<file path="src/hdl/tte_pkg.sv">
`default_nettype none
package tte_pkg;

    localparam int MODE_W    = 2;
    localparam int LEAF_W    = 10;
    localparam int VALUE_W   = 16;
    localparam int THR_W     = 6;
    localparam int LOW_W     = 6;
    localparam int CFG_W     = 6;
    localparam int CFG_IDX_W = 1;
    localparam int DIV_CNT_W = 4;

    localparam logic [CFG_W-1:0]   CFG_RESET  = 6'd32;
    localparam logic [VALUE_W-1:0] VALUE_NONE = 16'hFFFF;

    typedef enum logic [MODE_W-1:0] {
        MODE_CLEAR = 2'd0,
        MODE_SET   = 2'd1,
        MODE_CODE  = 2'd2,
        MODE_NONE  = 2'd3
    } t_mode;

    typedef enum logic [3:0] {
        ST_CLEAR,
        ST_IDLE,
        ST_DIV,
        ST_PATH,
        ST_SET_RD,
        ST_SET_CMP,
        ST_CODE_RD,
        ST_CODE_LD,
        ST_CODE_RUN,
        ST_CODE_WR,
        ST_FLUSH
    } t_state;

    // One tree node as stored in the node memory.
    typedef struct packed {
        logic [VALUE_W-1:0] value;
        logic [LOW_W-1:0]   low;
        logic               known;
    } t_node;

    typedef struct packed {
        logic accept;
        logic clr_start;
        logic clr_step;
        logic div_start;
        logic div_step;
        logic path_start;
        logic path_step;
        logic set_begin;
        logic set_wr;
        logic lvl_up;
        logic code_begin;
        logic code_ld;
        logic code_run;
        logic code_wr;
        logic lvl_dn;
        logic flush;
    } t_cmd;

    typedef struct packed {
        logic clr_done;
        logic div_done;
        logic in_range;
        logic path_done;
        logic is_code;
        logic set_stop;
        logic lvl_top;
        logic lvl_zero;
        logic run_done;
        logic flush_done;
    } t_sts;

    // Total number of nodes over all levels of a full grid.
    function automatic int tte_node_cap(int across, int down);
        int w;
        int h;
        int total;
        w = across;
        h = down;
        total = 0;
        for (int k = 0; k < 8; k++) begin
            total = total + w * h;
            if (w * h <= 1) begin
                break;
            end
            w = (w + 1) / 2;
            h = (h + 1) / 2;
        end
        return total;
    endfunction

    // Number of levels from leaf to root of a full grid.
    function automatic int tte_levels(int across, int down);
        int w;
        int h;
        int lev;
        w = across;
        h = down;
        lev = 0;
        for (int k = 0; k < 8; k++) begin
            lev = lev + 1;
            if (w * h <= 1) begin
                break;
            end
            w = (w + 1) / 2;
            h = (h + 1) / 2;
        end
        return lev;
    endfunction

endpackage
`default_nettype wire

</file>
<file path="src/hdl/tte_ctrl.sv">
`default_nettype none
module tte_ctrl (
    input  wire logic                         i_clk,
    input  wire logic                         i_rst_n,
    input  wire logic                         i_cfg_we,
    input  wire logic                         i_in_valid,
    input  wire logic [tte_pkg::MODE_W-1:0]   i_in_mode,
    output logic                              o_in_ready,
    output tte_pkg::t_cmd                     o_cmd,
    input  wire tte_pkg::t_sts                i_sts
);
    import tte_pkg::*;

    t_state r_state;
    t_state n_state;

    always_ff @(posedge i_clk) begin
        if (!i_rst_n) begin
            r_state <= ST_CLEAR;
        end else begin
            r_state <= n_state;
        end
    end

    always_comb begin
        n_state    = r_state;
        o_cmd      = '0;
        o_in_ready = (r_state == ST_IDLE) && !i_cfg_we;
        unique case (r_state)
            ST_CLEAR: begin
                o_cmd.clr_step = 1'b1;
                if (i_sts.clr_done) begin
                    n_state = ST_IDLE;
                end
            end
            ST_IDLE: begin
                if (i_cfg_we) begin
                    // new geometry: sweep the tree
                    o_cmd.clr_start = 1'b1;
                    n_state = ST_CLEAR;
                end else if (i_in_valid) begin
                    o_cmd.accept = 1'b1;
                    unique case (t_mode'(i_in_mode))
                        MODE_CLEAR: begin
                            o_cmd.clr_start = 1'b1;
                            n_state = ST_CLEAR;
                        end
                        MODE_SET, MODE_CODE: begin
                            o_cmd.div_start = 1'b1;
                            n_state = ST_DIV;
                        end
                        default: begin
                            n_state = ST_IDLE;
                        end
                    endcase
                end
            end
            ST_DIV: begin
                if (!i_sts.div_done) begin
                    o_cmd.div_step = 1'b1;
                end else if (i_sts.in_range) begin
                    o_cmd.path_start = 1'b1;
                    n_state = ST_PATH;
                end else begin
                    n_state = ST_IDLE;
                end
            end
            ST_PATH: begin
                o_cmd.path_step = 1'b1;
                if (i_sts.path_done) begin
                    if (i_sts.is_code) begin
                        o_cmd.code_begin = 1'b1;
                        n_state = ST_CODE_RD;
                    end else begin
                        o_cmd.set_begin = 1'b1;
                        n_state = ST_SET_RD;
                    end
                end
            end
            ST_SET_RD: begin
                n_state = ST_SET_CMP;
            end
            ST_SET_CMP: begin
                if (i_sts.set_stop) begin
                    n_state = ST_IDLE;
                end else begin
                    o_cmd.set_wr = 1'b1;
                    if (i_sts.lvl_top) begin
                        n_state = ST_IDLE;
                    end else begin
                        o_cmd.lvl_up = 1'b1;
                        n_state = ST_SET_RD;
                    end
                end
            end
            ST_CODE_RD: begin
                n_state = ST_CODE_LD;
            end
            ST_CODE_LD: begin
                o_cmd.code_ld = 1'b1;
                n_state = ST_CODE_RUN;
            end
            ST_CODE_RUN: begin
                o_cmd.code_run = 1'b1;
                if (i_sts.run_done) begin
                    n_state = ST_CODE_WR;
                end
            end
            ST_CODE_WR: begin
                o_cmd.code_wr = 1'b1;
                if (i_sts.lvl_zero) begin
                    n_state = ST_FLUSH;
                end else begin
                    o_cmd.lvl_dn = 1'b1;
                    n_state = ST_CODE_RD;
                end
            end
            ST_FLUSH: begin
                o_cmd.flush = 1'b1;
                if (i_sts.flush_done) begin
                    n_state = ST_IDLE;
                end
            end
            default: begin
                n_state = ST_IDLE;
            end
        endcase
    end
endmodule
`default_nettype wire

</file>
<file path="config.mk">
export PLATFORM = sky130hd
export DESIGN_NAME = tte_ctrl
export DESIGN_NICKNAME = d
export VERILOG_FILES = /design/src/hdl/tte_pkg.sv /design/src/hdl/tte_ctrl.sv
export SDC_FILE = /design/constraint.sdc
export NUM_CORES = 1
export LEC_CHECK = 0
export ABC_AREA = 1
export BUFFER_PORTS_ARGS = -buffer_cell sky130_fd_sc_hd__buf_2
export CORE_MARGIN = 2
export CORE_UTILIZATION = 38
export CTS_CLUSTER_SIZE = 25
export DETAILED_ROUTE_END_ITERATION = 8
export PLACE_DENSITY = 0.73
export SLEW_MARGIN = 20
export SYNTH_ARGS = -nofsm -noshare
export SYNTH_HDL_FRONTEND = slang
export SYNTH_SLANG_ARGS = --single-unit
</file>
<file path="constraint.sdc">
create_clock -name i_clk -period 1.2 [get_ports i_clk]
set_input_delay 0.18 -clock i_clk [delete_from_list [all_inputs] [get_ports i_clk]]
set_output_delay 0.18 -clock i_clk [all_outputs]
set_load 0.03 [all_outputs]
</file>
=== Word-level counts from Yosys, hierarchy flattened ===
Cells that the tools add are included.

* $lt $le $gt $ge: 0
* $add $sub $neg: 0
* Shift operators: 0
* Divide/modulo/power cells: 0
* Multiply operators: 0
* Bitwise operators: 0
* Mux-type cells: 42
* Reduce and logical (&&, ||, !) cells: 6
* Equality and inequality tests: 18

{| class="wikitable"
|+ Operators with widths
! cell !! number
|-
| $pmux 4 s11 || 1
|-
| $mux 4 || 9
|-
| $mux 1 || 21
|-
| $mux 2 || 9
|-
| $eq 4x3->1 const B || 4
|-
| $eq 4x4->1 const B || 3
|-
| $ne 2x2->1 const B || 5
|-
| $eq 4x2->1 const B || 2
|-
| $reduce_and 6->1 || 1
|-
| $eq 4x1->1 const B || 1
|-
| $logic_not 4->1 || 1
|-
| $pmux 2 s2 || 1
|-
| $mux 3 || 1
|-
| $ne 3x3->1 const B || 1
|-
| $eq 2x1->1 const B || 1
|-
| $eq 2x2->1 const B || 1
|-
| $logic_not 2->1 || 1
|-
| $reduce_or 2->1 || 1
|-
| $logic_and 1x1->1 || 1
|-
| $logic_not 1->1 || 1
|}

* Flip-flop bits (word level): 4
* Memory bits (read-only): 0
* Bits of input ports: 16
* Bits in latches: 0
* RAM bits: 0
* Memories: 0
* Output and inout bits: 17

=== Logic depth before layout (Yosys ltp) ===
Gate-level depths: netlist of the first run.

* Depth after elaboration: 6
* Depth in mapped cells: 9
* Gate-level depth less buffers: 8

=== Worst setup path after synthesis of the first run ===
No wires, ideal clock.

* Kind: reg2out
* Start: register r_state[1]
* End: output o_cmd[0] (netlist name)
* Data arrival time: 1.462 ns
* Path slack: -0.442 ns
* Cell stages (with the launch flop): 3
* Cell sequence: dfxtp_1 > inv_2 > nor4_1

{| class="wikitable"
|+ RTL lines
! item !! line !! RTL
|-
| start: declaration || tte_ctrl.sv:14 || <nowiki>t_state r_state;</nowiki>
|-
| start signal: assignment || tte_ctrl.sv:21 || <nowiki>r_state <= n_state;</nowiki>
|-
| end: declaration || tte_ctrl.sv:9 || <nowiki>output tte_pkg::t_cmd o_cmd,</nowiki>
|}

==> results of run 1 <==
-- placed cells by master, fill, tap and decap left out, drive strengths merged --
cell type and count:
inv 22, dfxtp 4, nand3b 1, nor4 1, nor2 24, clkbuf 3, a21oi 3, nand3 11
o211ai 1, o21ai 3, nand2 26, ha 2, buf 52, nor3 5, clkinvlp 1
-- power breakdown --
group	switching [µW]	internal (µW)
logic	285	206
clock network	66.0	113
registers	21.0	143
-- cell type report --
type / instances / area share
multi-input combinational: 77 / 0.468
timing repair buffer: 52 / 0.336
sequential: 4 / 0.0810
inverter: 23 / 0.0789
clock buffer: 3 / 0.0192
tap: 16 / 0.0171
-- Yosys cell counts --
library cell,n,area [µm²]
sky130_fd_sc_hd__nand3_1,9,45.0
sky130_fd_sc_hd__nor2_1,16,60.1
sky130_fd_sc_hd__o21ai_0,2,10.0
sky130_fd_sc_hd__nand2_1,23,86.3
sky130_fd_sc_hd__inv_1,19,71.3
sky130_fd_sc_hd__nand2_2,3,18.8
sky130_fd_sc_hd__dfxtp_1,4,80.1
sky130_fd_sc_hd__nor2_4,6,67.6
sky130_fd_sc_hd__nor3_1,4,20.0
sky130_fd_sc_hd__a21oi_1,3,15.0
sky130_fd_sc_hd__nor4_1,1,6.26
sky130_fd_sc_hd__inv_2,4,15.0
sky130_fd_sc_hd__buf_4,1,7.51
sky130_fd_sc_hd__nand3b_1,1,7.51
sky130_fd_sc_hd__nor2_2,1,6.26
sky130_fd_sc_hd__ha_1,2,25.0
sky130_fd_sc_hd__nor3_2,1,10.0
sky130_fd_sc_hd__o21ai_1,1,5.00
sky130_fd_sc_hd__o211ai_1,1,7.51
sky130_fd_sc_hd__nand3_2,2,20.0
-- logic make-up (layout without fill, tap and decap cells) --
| logic type | Yosys count | in the layout | synth area share |
|---|---|---|---|
| compound gates | 7 | 7 | 0.0642 |
| fa+ha+maj | 2 | 2 | 0.0428 |
| buf+inv | 24 | 78 | 0.161 |
| simple gates | 67 | 68 | 0.595 |
| flops | 4 | 4 | 0.137 |
-- worst paths after layout --
path | to | slack (ps)
hold / removal | r_state[0] | 170
hold reg to reg | r_state[1] | 530
setup / recovery | o_cmd[1] | -300
setup reg to reg | r_state[1] | -230
-- layer usage --
metal	GRT usage	vias up	part of all wire
met4	0.0606	0	0.0080
met2	0.430	40	0.54
li1	-	432	-
met1	0.274	425	0.39
met3	0.0681	4	0.065
met5	0	-	0
-- worst min-delay path, cell delays in order --
cell and delay (ps):
sky130_fd_sc_hd__buf_2 110, sky130_fd_sc_hd__o21ai_2 50, sky130_fd_sc_hd__nor2_1 30
-- through the flow --
stage | hold slack [ps] | setup slack [ps] | utilization
2_1_floorplan | 311 | -160 | -
3_3_place_gp | 449 | -90.4 | 0.592
3_5_place_dp | 448 | -115 | 0.592
4_1_cts | 193 | -286 | 0.759
5_1_grt | 180 | -359 | 0.798
6_report | 168 | -299 | 0.798
-- timing repair --
item	CTS	global route
hold endpoints to repair	0	0
setup buffers	11	3
pin swaps	9	7
cloned	1	0
setup endpoints to repair	21	21
resized for setup	43	8
==> reports/qor_table.md, run 1 <==
| Result | Reported |
| --- | --- |
| Delay of the slowest cell on the worst path | 370 ps |
| WP depth | 6 |
| Synth cell types | 20 |
| Post-layout instance count excluding filler cells | 175 |
| Largest registers | r_state: 4 flops |
| Post-cts hold buffer count | 0 |
| Net count of the mapped netlist | 122 |
| Total chip power | 833 µW |
| Total number of vias | 901 |
| Total Routed Length | 2240 µm |
| Detail Placement HPWL | 1390 µm |
| Overflow left after global routing | 0 |
| Mean instance size in the synthesized netlist | 5.62 µm² |
| Die extent in x | 43.2 µm |
| Number of standard cells after synthesis | 104 |
| Most flops, register | r_state |
| Layout Nets | 179 |
| Launch point of the critical path | r_state[0] |
| Violated checks | setup timing |
| Maximum vdd ir drop | 419 µV |
| Number of buffers on the longest clock path | 2 |
| Top achievable clock speed | 667 MHz |
| Cell row count | 14 |
| Later-pin clock latency in the skew report | 240 ps |
| Antenna diode instance count | 0 |
| Initial DRC count | 15 |
| Hold depth | 3 |
| Data arrival at the endpoint of the critical path | 1320 ps |
| Number of antenna violations at the first check in global routing | 0 |
| Area of the die | 1870 µm² |
| Average wire per standard cell | 12.8 µm |
| Leakage Power | 0.000632 µW |
| Worst setup path class | reg -> out |
| Clock buffers created by TritonCTS | 3 |
| Setup violation total in the final timing report | 21 |
| Result of the run | finished, violations left |
| Number of filler cells placed in the layout | 97 |
| Critical path endpoint category | output port |
| Placed Instances | 157 |
| Crit Path Max Fanout | 5 |
| Clock slew seen by the registers of the worst setup and hold paths | 40 ps |
| Crit-path leading delay family | flip-flops |
| Critical Path Most Common Cell | sky130_fd_sc_hd__nor2_4 |
| Core footprint | 1470 µm² |
| Worst R2R Start | r_state[0] |
| Rel. slew slack | 0.801 |
| Area overhead of the layout relative to synthesis | 101% |
| Max-cap violation count | 0 |
| Buf/Inv on CP | 3 |
| Crit-path cells | inv_4 -> nor2_4 -> buf_4 -> nand2_4 -> nor2_4 -> buf_6 |
| Fin Clk Skew | 0.895 ps |
| Cell depth of the worst flop-to-flop path | 11 |
| Startpoint of the most critical hold path | i_rst_n |
| Combined flip-flop and latch cell area | 95.1 µm² |
| Maximum number of pins on one net before global-route repair | 7 |
| Final RePlAce weighted congestion | 0.824 |
| Initial core utilization | 0.397 |
| Final period utilization | 1.25 |
| #FFs+latches synth | 4 |
| Area of the multi-input gates | 549 µm² |
| Cell with the largest stage delay on the worst path | sky130_fd_sc_hd__dfxtp_4 |
| Worst EP required | 1020 ps |
| Post-synthesis sequential area ratio | 0.137 |
| Worst setup slack after layout | -299 ps |
| Final antenna-violating net count | 0 |
| Class of the most critical hold timing path | in -> reg |
| Number of global-route vias before repair | 829 |
| Total cell area at the placement stage | 871 µm² |
| P per Cell Area | 710 nW/µm² |
| Final critical delay including setup and external delays | 1500 ps |
| Setup repair after global routing missed its margin | true |
| Total routing usage reported by global routing | 0.240 |
| Slew @ Worst Pin | 298 ps |
| Number of design rule violations left after detail routing | 0 |
| Global-route wire length before repair | 3440 µm |
| Clock root buffer master | sky130_fd_sc_hd__clkbuf_4 |
| TritonCTS Sinks | 4 |
| Number of synthesis warnings | 0 |
| Vias per inst | 5.15 |
| IO buf count | 32 |
| Pre-antenna DRT Iters | 5 |
| Fraction of layout instances using a drive strength above 1 | 0.629 |
| Total negative slack for setup checks | -4620 ps |
| Final instance area | 1170 µm² |
| Max-slew violations | 0 |
| TritonCTS clock tree | yes |
| Largest register FFs | 4 |
| Chip height | 43.2 µm |
| CTS H-tree depth | 1 |
| Setup crit start kind | flip-flop |
| Cell area after synthesis | 584 µm² |
| Ports placed on the boundary | 33 |
| Final hold violation count | 0 |
No activity file was read; power rests on OpenSTA's default activity.
==> inputs of run 2 (changes only) <==
--- a/config.mk
+++ b/config.mk
@@ -9,9 +9,11 @@
 export BUFFER_PORTS_ARGS = -buffer_cell sky130_fd_sc_hd__buf_2
 export CORE_MARGIN = 2
 export CORE_UTILIZATION = 38
+export CTS_BUF_LIST = sky130_fd_sc_hd__clkbuf_16
 export CTS_CLUSTER_SIZE = 25
 export DETAILED_ROUTE_END_ITERATION = 8
 export PLACE_DENSITY = 0.73
+export SETUP_SLACK_MARGIN = 0.4
 export SLEW_MARGIN = 20
 export SYNTH_ARGS = -nofsm -noshare
 export SYNTH_HDL_FRONTEND = slang
==> reports/qor_table.md, run 2 (synthesis results as in run 1) <==
| Result | Reported | Delta |
| --- | --- | --- |
| Crit Path Max Fanout | 6 | +1 |
| Largest registers | r_state: 4 flops |  |
| Maximum vdd ir drop | 919 µV | +120% |
| CTS H-tree depth | 1 | unchanged |
| Fin Clk Skew | 1.03 ps | +0.132 ps |
| Post-cts hold buffer count | 0 | unchanged |
| Pre-antenna DRT Iters | 5 | unchanged |
| Worst EP required | 1340 ps | +320 ps |
| Ports placed on the boundary | 33 | unchanged |
| Max-slew violations | 0 | unchanged |
| Max-cap violation count | 0 | unchanged |
| Cell-internal power | 753 µW | +63% |
| Initial DRC count | 11 | -4 |
| Total chip power | 1160 µW | +39% |
| Largest register FFs | 4 | unchanged |
| Hold depth | 3 | unchanged |
| Clock buffers created by TritonCTS | 3 | unchanged |
| Total Routed Length | 2710 µm | +21% |
| Overflow left after global routing | 0 | unchanged |
| Final hold violation count | 0 | unchanged |
| Top achievable clock speed | 660 MHz | -1.1% |
| Later-pin clock latency in the skew report | 220 ps | -20 ps |
| Share of total power in combinational logic | 0.401 | -0.188 |
| Final RePlAce weighted congestion | 0.838 | +1.7% |
| Area overhead of the layout relative to synthesis | 110% |  |
| Cell row count | 14 | unchanged |
| Critical Path Most Common Cell | sky130_fd_sc_hd__nand2_1 |  |
| Number of antenna violations at the first check in global routing | 0 | unchanged |
| Total routing usage reported by global routing | 0.281 | +0.0407 |
| Total cell area at the placement stage | 917 µm² | +5.3% |
| Final antenna-violating net count | 0 | unchanged |
| TritonCTS clock tree | yes |  |
| TritonCTS Sinks | 4 | unchanged |
| Detail Placement HPWL | 1500 µm | +7.8% |
| Chip height | 43.2 µm | unchanged |
| Number of buffers on the longest clock path | 2 | unchanged |
| Cell depth of the worst flop-to-flop path | 9 | -2 |
| Critical path endpoint category | flip-flop |  |
| Area of the die | 1870 µm² | unchanged |
| Crit-path cells | nor2_4 -> buf_4 -> nand3_2 -> buf_4 -> nand2_1 -> nor2_1 -> nand2_1 -> nand2_1 -> a21oi_1 |  |
| Top library cells by usage in the layout, fill and taps aside | sky130_fd_sc_hd__buf_4 (25), sky130_fd_sc_hd__nand2_1 (20), sky130_fd_sc_hd__buf_2 (16) |  |
| Delay of the slowest cell on the worst path | 350 ps | -20 ps |
| Leakage Power | 0.000648 µW | +2.5% |
| Data arrival at the endpoint of the critical path | 1660 ps | +340 ps |
| Startpoint of the most critical hold path | i_rst_n |  |
| Final instance area | 1230 µm² | +4.5% |
| Average wire per standard cell | 15.5 µm | +21% |
| Core footprint | 1470 µm² | unchanged |
| Setup slack of the worst register-to-register path | -320 ps | -90 ps |
| Fraction of layout instances using a drive strength above 1 | 0.642 | +0.0126 |
| Antenna diode instance count | 0 | unchanged |
| Maximum number of pins on one net before global-route repair | 7 | unchanged |
| Endpoint of the worst-slack reg-to-reg timing path | r_state[1] |  |
| Clock slew seen by the registers of the worst setup and hold paths | 30 ps | about the same |
| Placement Setup Slack | -125 ps | -9.89 ps |
| Setup crit start kind | flip-flop |  |
| Number of filler cells placed in the layout | 84 | -13% |
| Worst setup path class | reg -> reg |  |
| Total number of vias | 938 | +4.1% |
| Rel. slew slack | 0.751 | -0.0502 |
| Worst R2R Start | r_state[2] |  |
| Number of design rule violations left after detail routing | 0 | unchanged |
| IO buf count | 32 | unchanged |
| Cell with the largest stage delay on the worst path | sky130_fd_sc_hd__dfxtp_4 |  |
| Number of global-route vias before repair | 889 | +7.2% |
| Class of the most critical hold timing path | in -> reg |  |
| Slew @ Worst Pin | 371 ps | +72.7 ps |
| Die extent in x | 43.2 µm | unchanged |
| Layout Nets | 179 | unchanged |
| Worst setup slack after layout | -316 ps | -16.5 ps |
| Vias per inst | 5.36 | +4.1% |
| Endpoint of the worst hold path | r_state[0] |  |
| Global-route wire length before repair | 3900 µm | +13% |
| Switching power as a share of total power | 0.349 | -0.0967 |
| Setup repair after global routing missed its margin | true |  |
| Commonest non-fill, non-tap cell in the layout | sky130_fd_sc_hd__buf_4 |  |
| Net switching power figure | 404 µW | +8.8% |
| Violated checks | setup timing |  |
| Most flops, register | r_state |  |
| P per Cell Area | 944 nW/µm² | +33% |
| Final critical delay including setup and external delays | 1520 ps | +16.5 ps |
| Clock Power Share | 0.454 | +0.240 |
| Clock root buffer master | sky130_fd_sc_hd__clkbuf_16 |  |
| Setup violation total in the final timing report | 21 | unchanged |
| Relative contribution of sequential cells to total power | 0.144 | -0.053 |
| Result of the run | finished, violations left |  |
| Initial core utilization | 0.397 | unchanged |
| Final period utilization | 1.26 | +0.0138 |
==> run 2: changes by cell type in the layout (fill, tap and decap cells not counted), moves of 2 or more <==
cell	change
sky130_fd_sc_hd__buf_4	+4
sky130_fd_sc_hd__clkbuf_16	+3
sky130_fd_sc_hd__clkbuf_4	-3
sky130_fd_sc_hd__inv_1	-3
sky130_fd_sc_hd__inv_2	+3
sky130_fd_sc_hd__buf_2	-2
sky130_fd_sc_hd__nand3_4	-2
sky130_fd_sc_hd__nor2_1	-2
sky130_fd_sc_hd__nor2_4	+2
==> run 2: layer usage <==
metal | vias up | GRT usage | share of wire
li1 | 430 | - | -
met1 | 439 | 0.321 | 0.37
met2 | 53 | 0.499 | 0.54
met3 | 16 | 0.0383 | 0.050
met4 | 0 | 0.139 | 0.048
met5 | - | 0 | 0
==> run 2: area by class of cell <==
cell class | instances | area [µm²] | area share
well taps | 16 | 20.0 | 0.0163
repair buffers | 53 | 403 | 0.329
flip-flops and latches | 4 | 95.1 | 0.0776
clock buffers | 3 | 75.1 | 0.0612
multi-input cells | 76 | 541 | 0.441
inverters | 23 | 92.6 | 0.0755
==> run 2: power groups by stage <==
stage / combinational [µW] / clock [µW] / sequential [µW]
floorplan: 263 / 0 / 156
global placement: 356 / 0 / 165
detailed placement: 362 / 0 / 167
CTS: 417 / 525 / 166
global route: 495 / 533 / 168
finish: 464 / 526 / 167
==> run 2: repair_timing <==
item | in CTS | in global routing
pin swaps | 8 | 2
buffers inserted | 10 | 1
resized for setup | 40 | 7
setup endpoints to repair | 21 | 21
==> run 2: worst max-delay path, delay by kind of cell, from the launching register on <==
family	cells	cell delay [ps]
and+or+nand+nor	6	580
DFF	1	350
buffers and inverters	2	320
AOI/OAI and AO/OA	1	170
==> run 2: stage by stage <==
stage	TNS, ps	std cells	utilization	hold WS, ps
finish	-4690	175	0.833	253
global route	-5750	175	0.833	257
CTS	-4130	174	0.811	219
detailed placement	-781	161	0.623	450
global placement	-591	161	0.623	454
floorplan	-656	104	-	311
==> run 2: how the worst max path moves through the flow <==
stage	from	depth (start not counted)	endpoint
6_report	r_state[2]	9	r_state[1]
5_1_grt	r_state[2]	9	r_state[1]
4_1_cts	r_state[3]	6	o_cmd[12]
3_5_place_dp	r_state[3]	6	o_cmd[12]
3_3_place_gp	r_state[3]	6	o_cmd[12]
2_1_floorplan	r_state[0]	7	o_cmd[12]
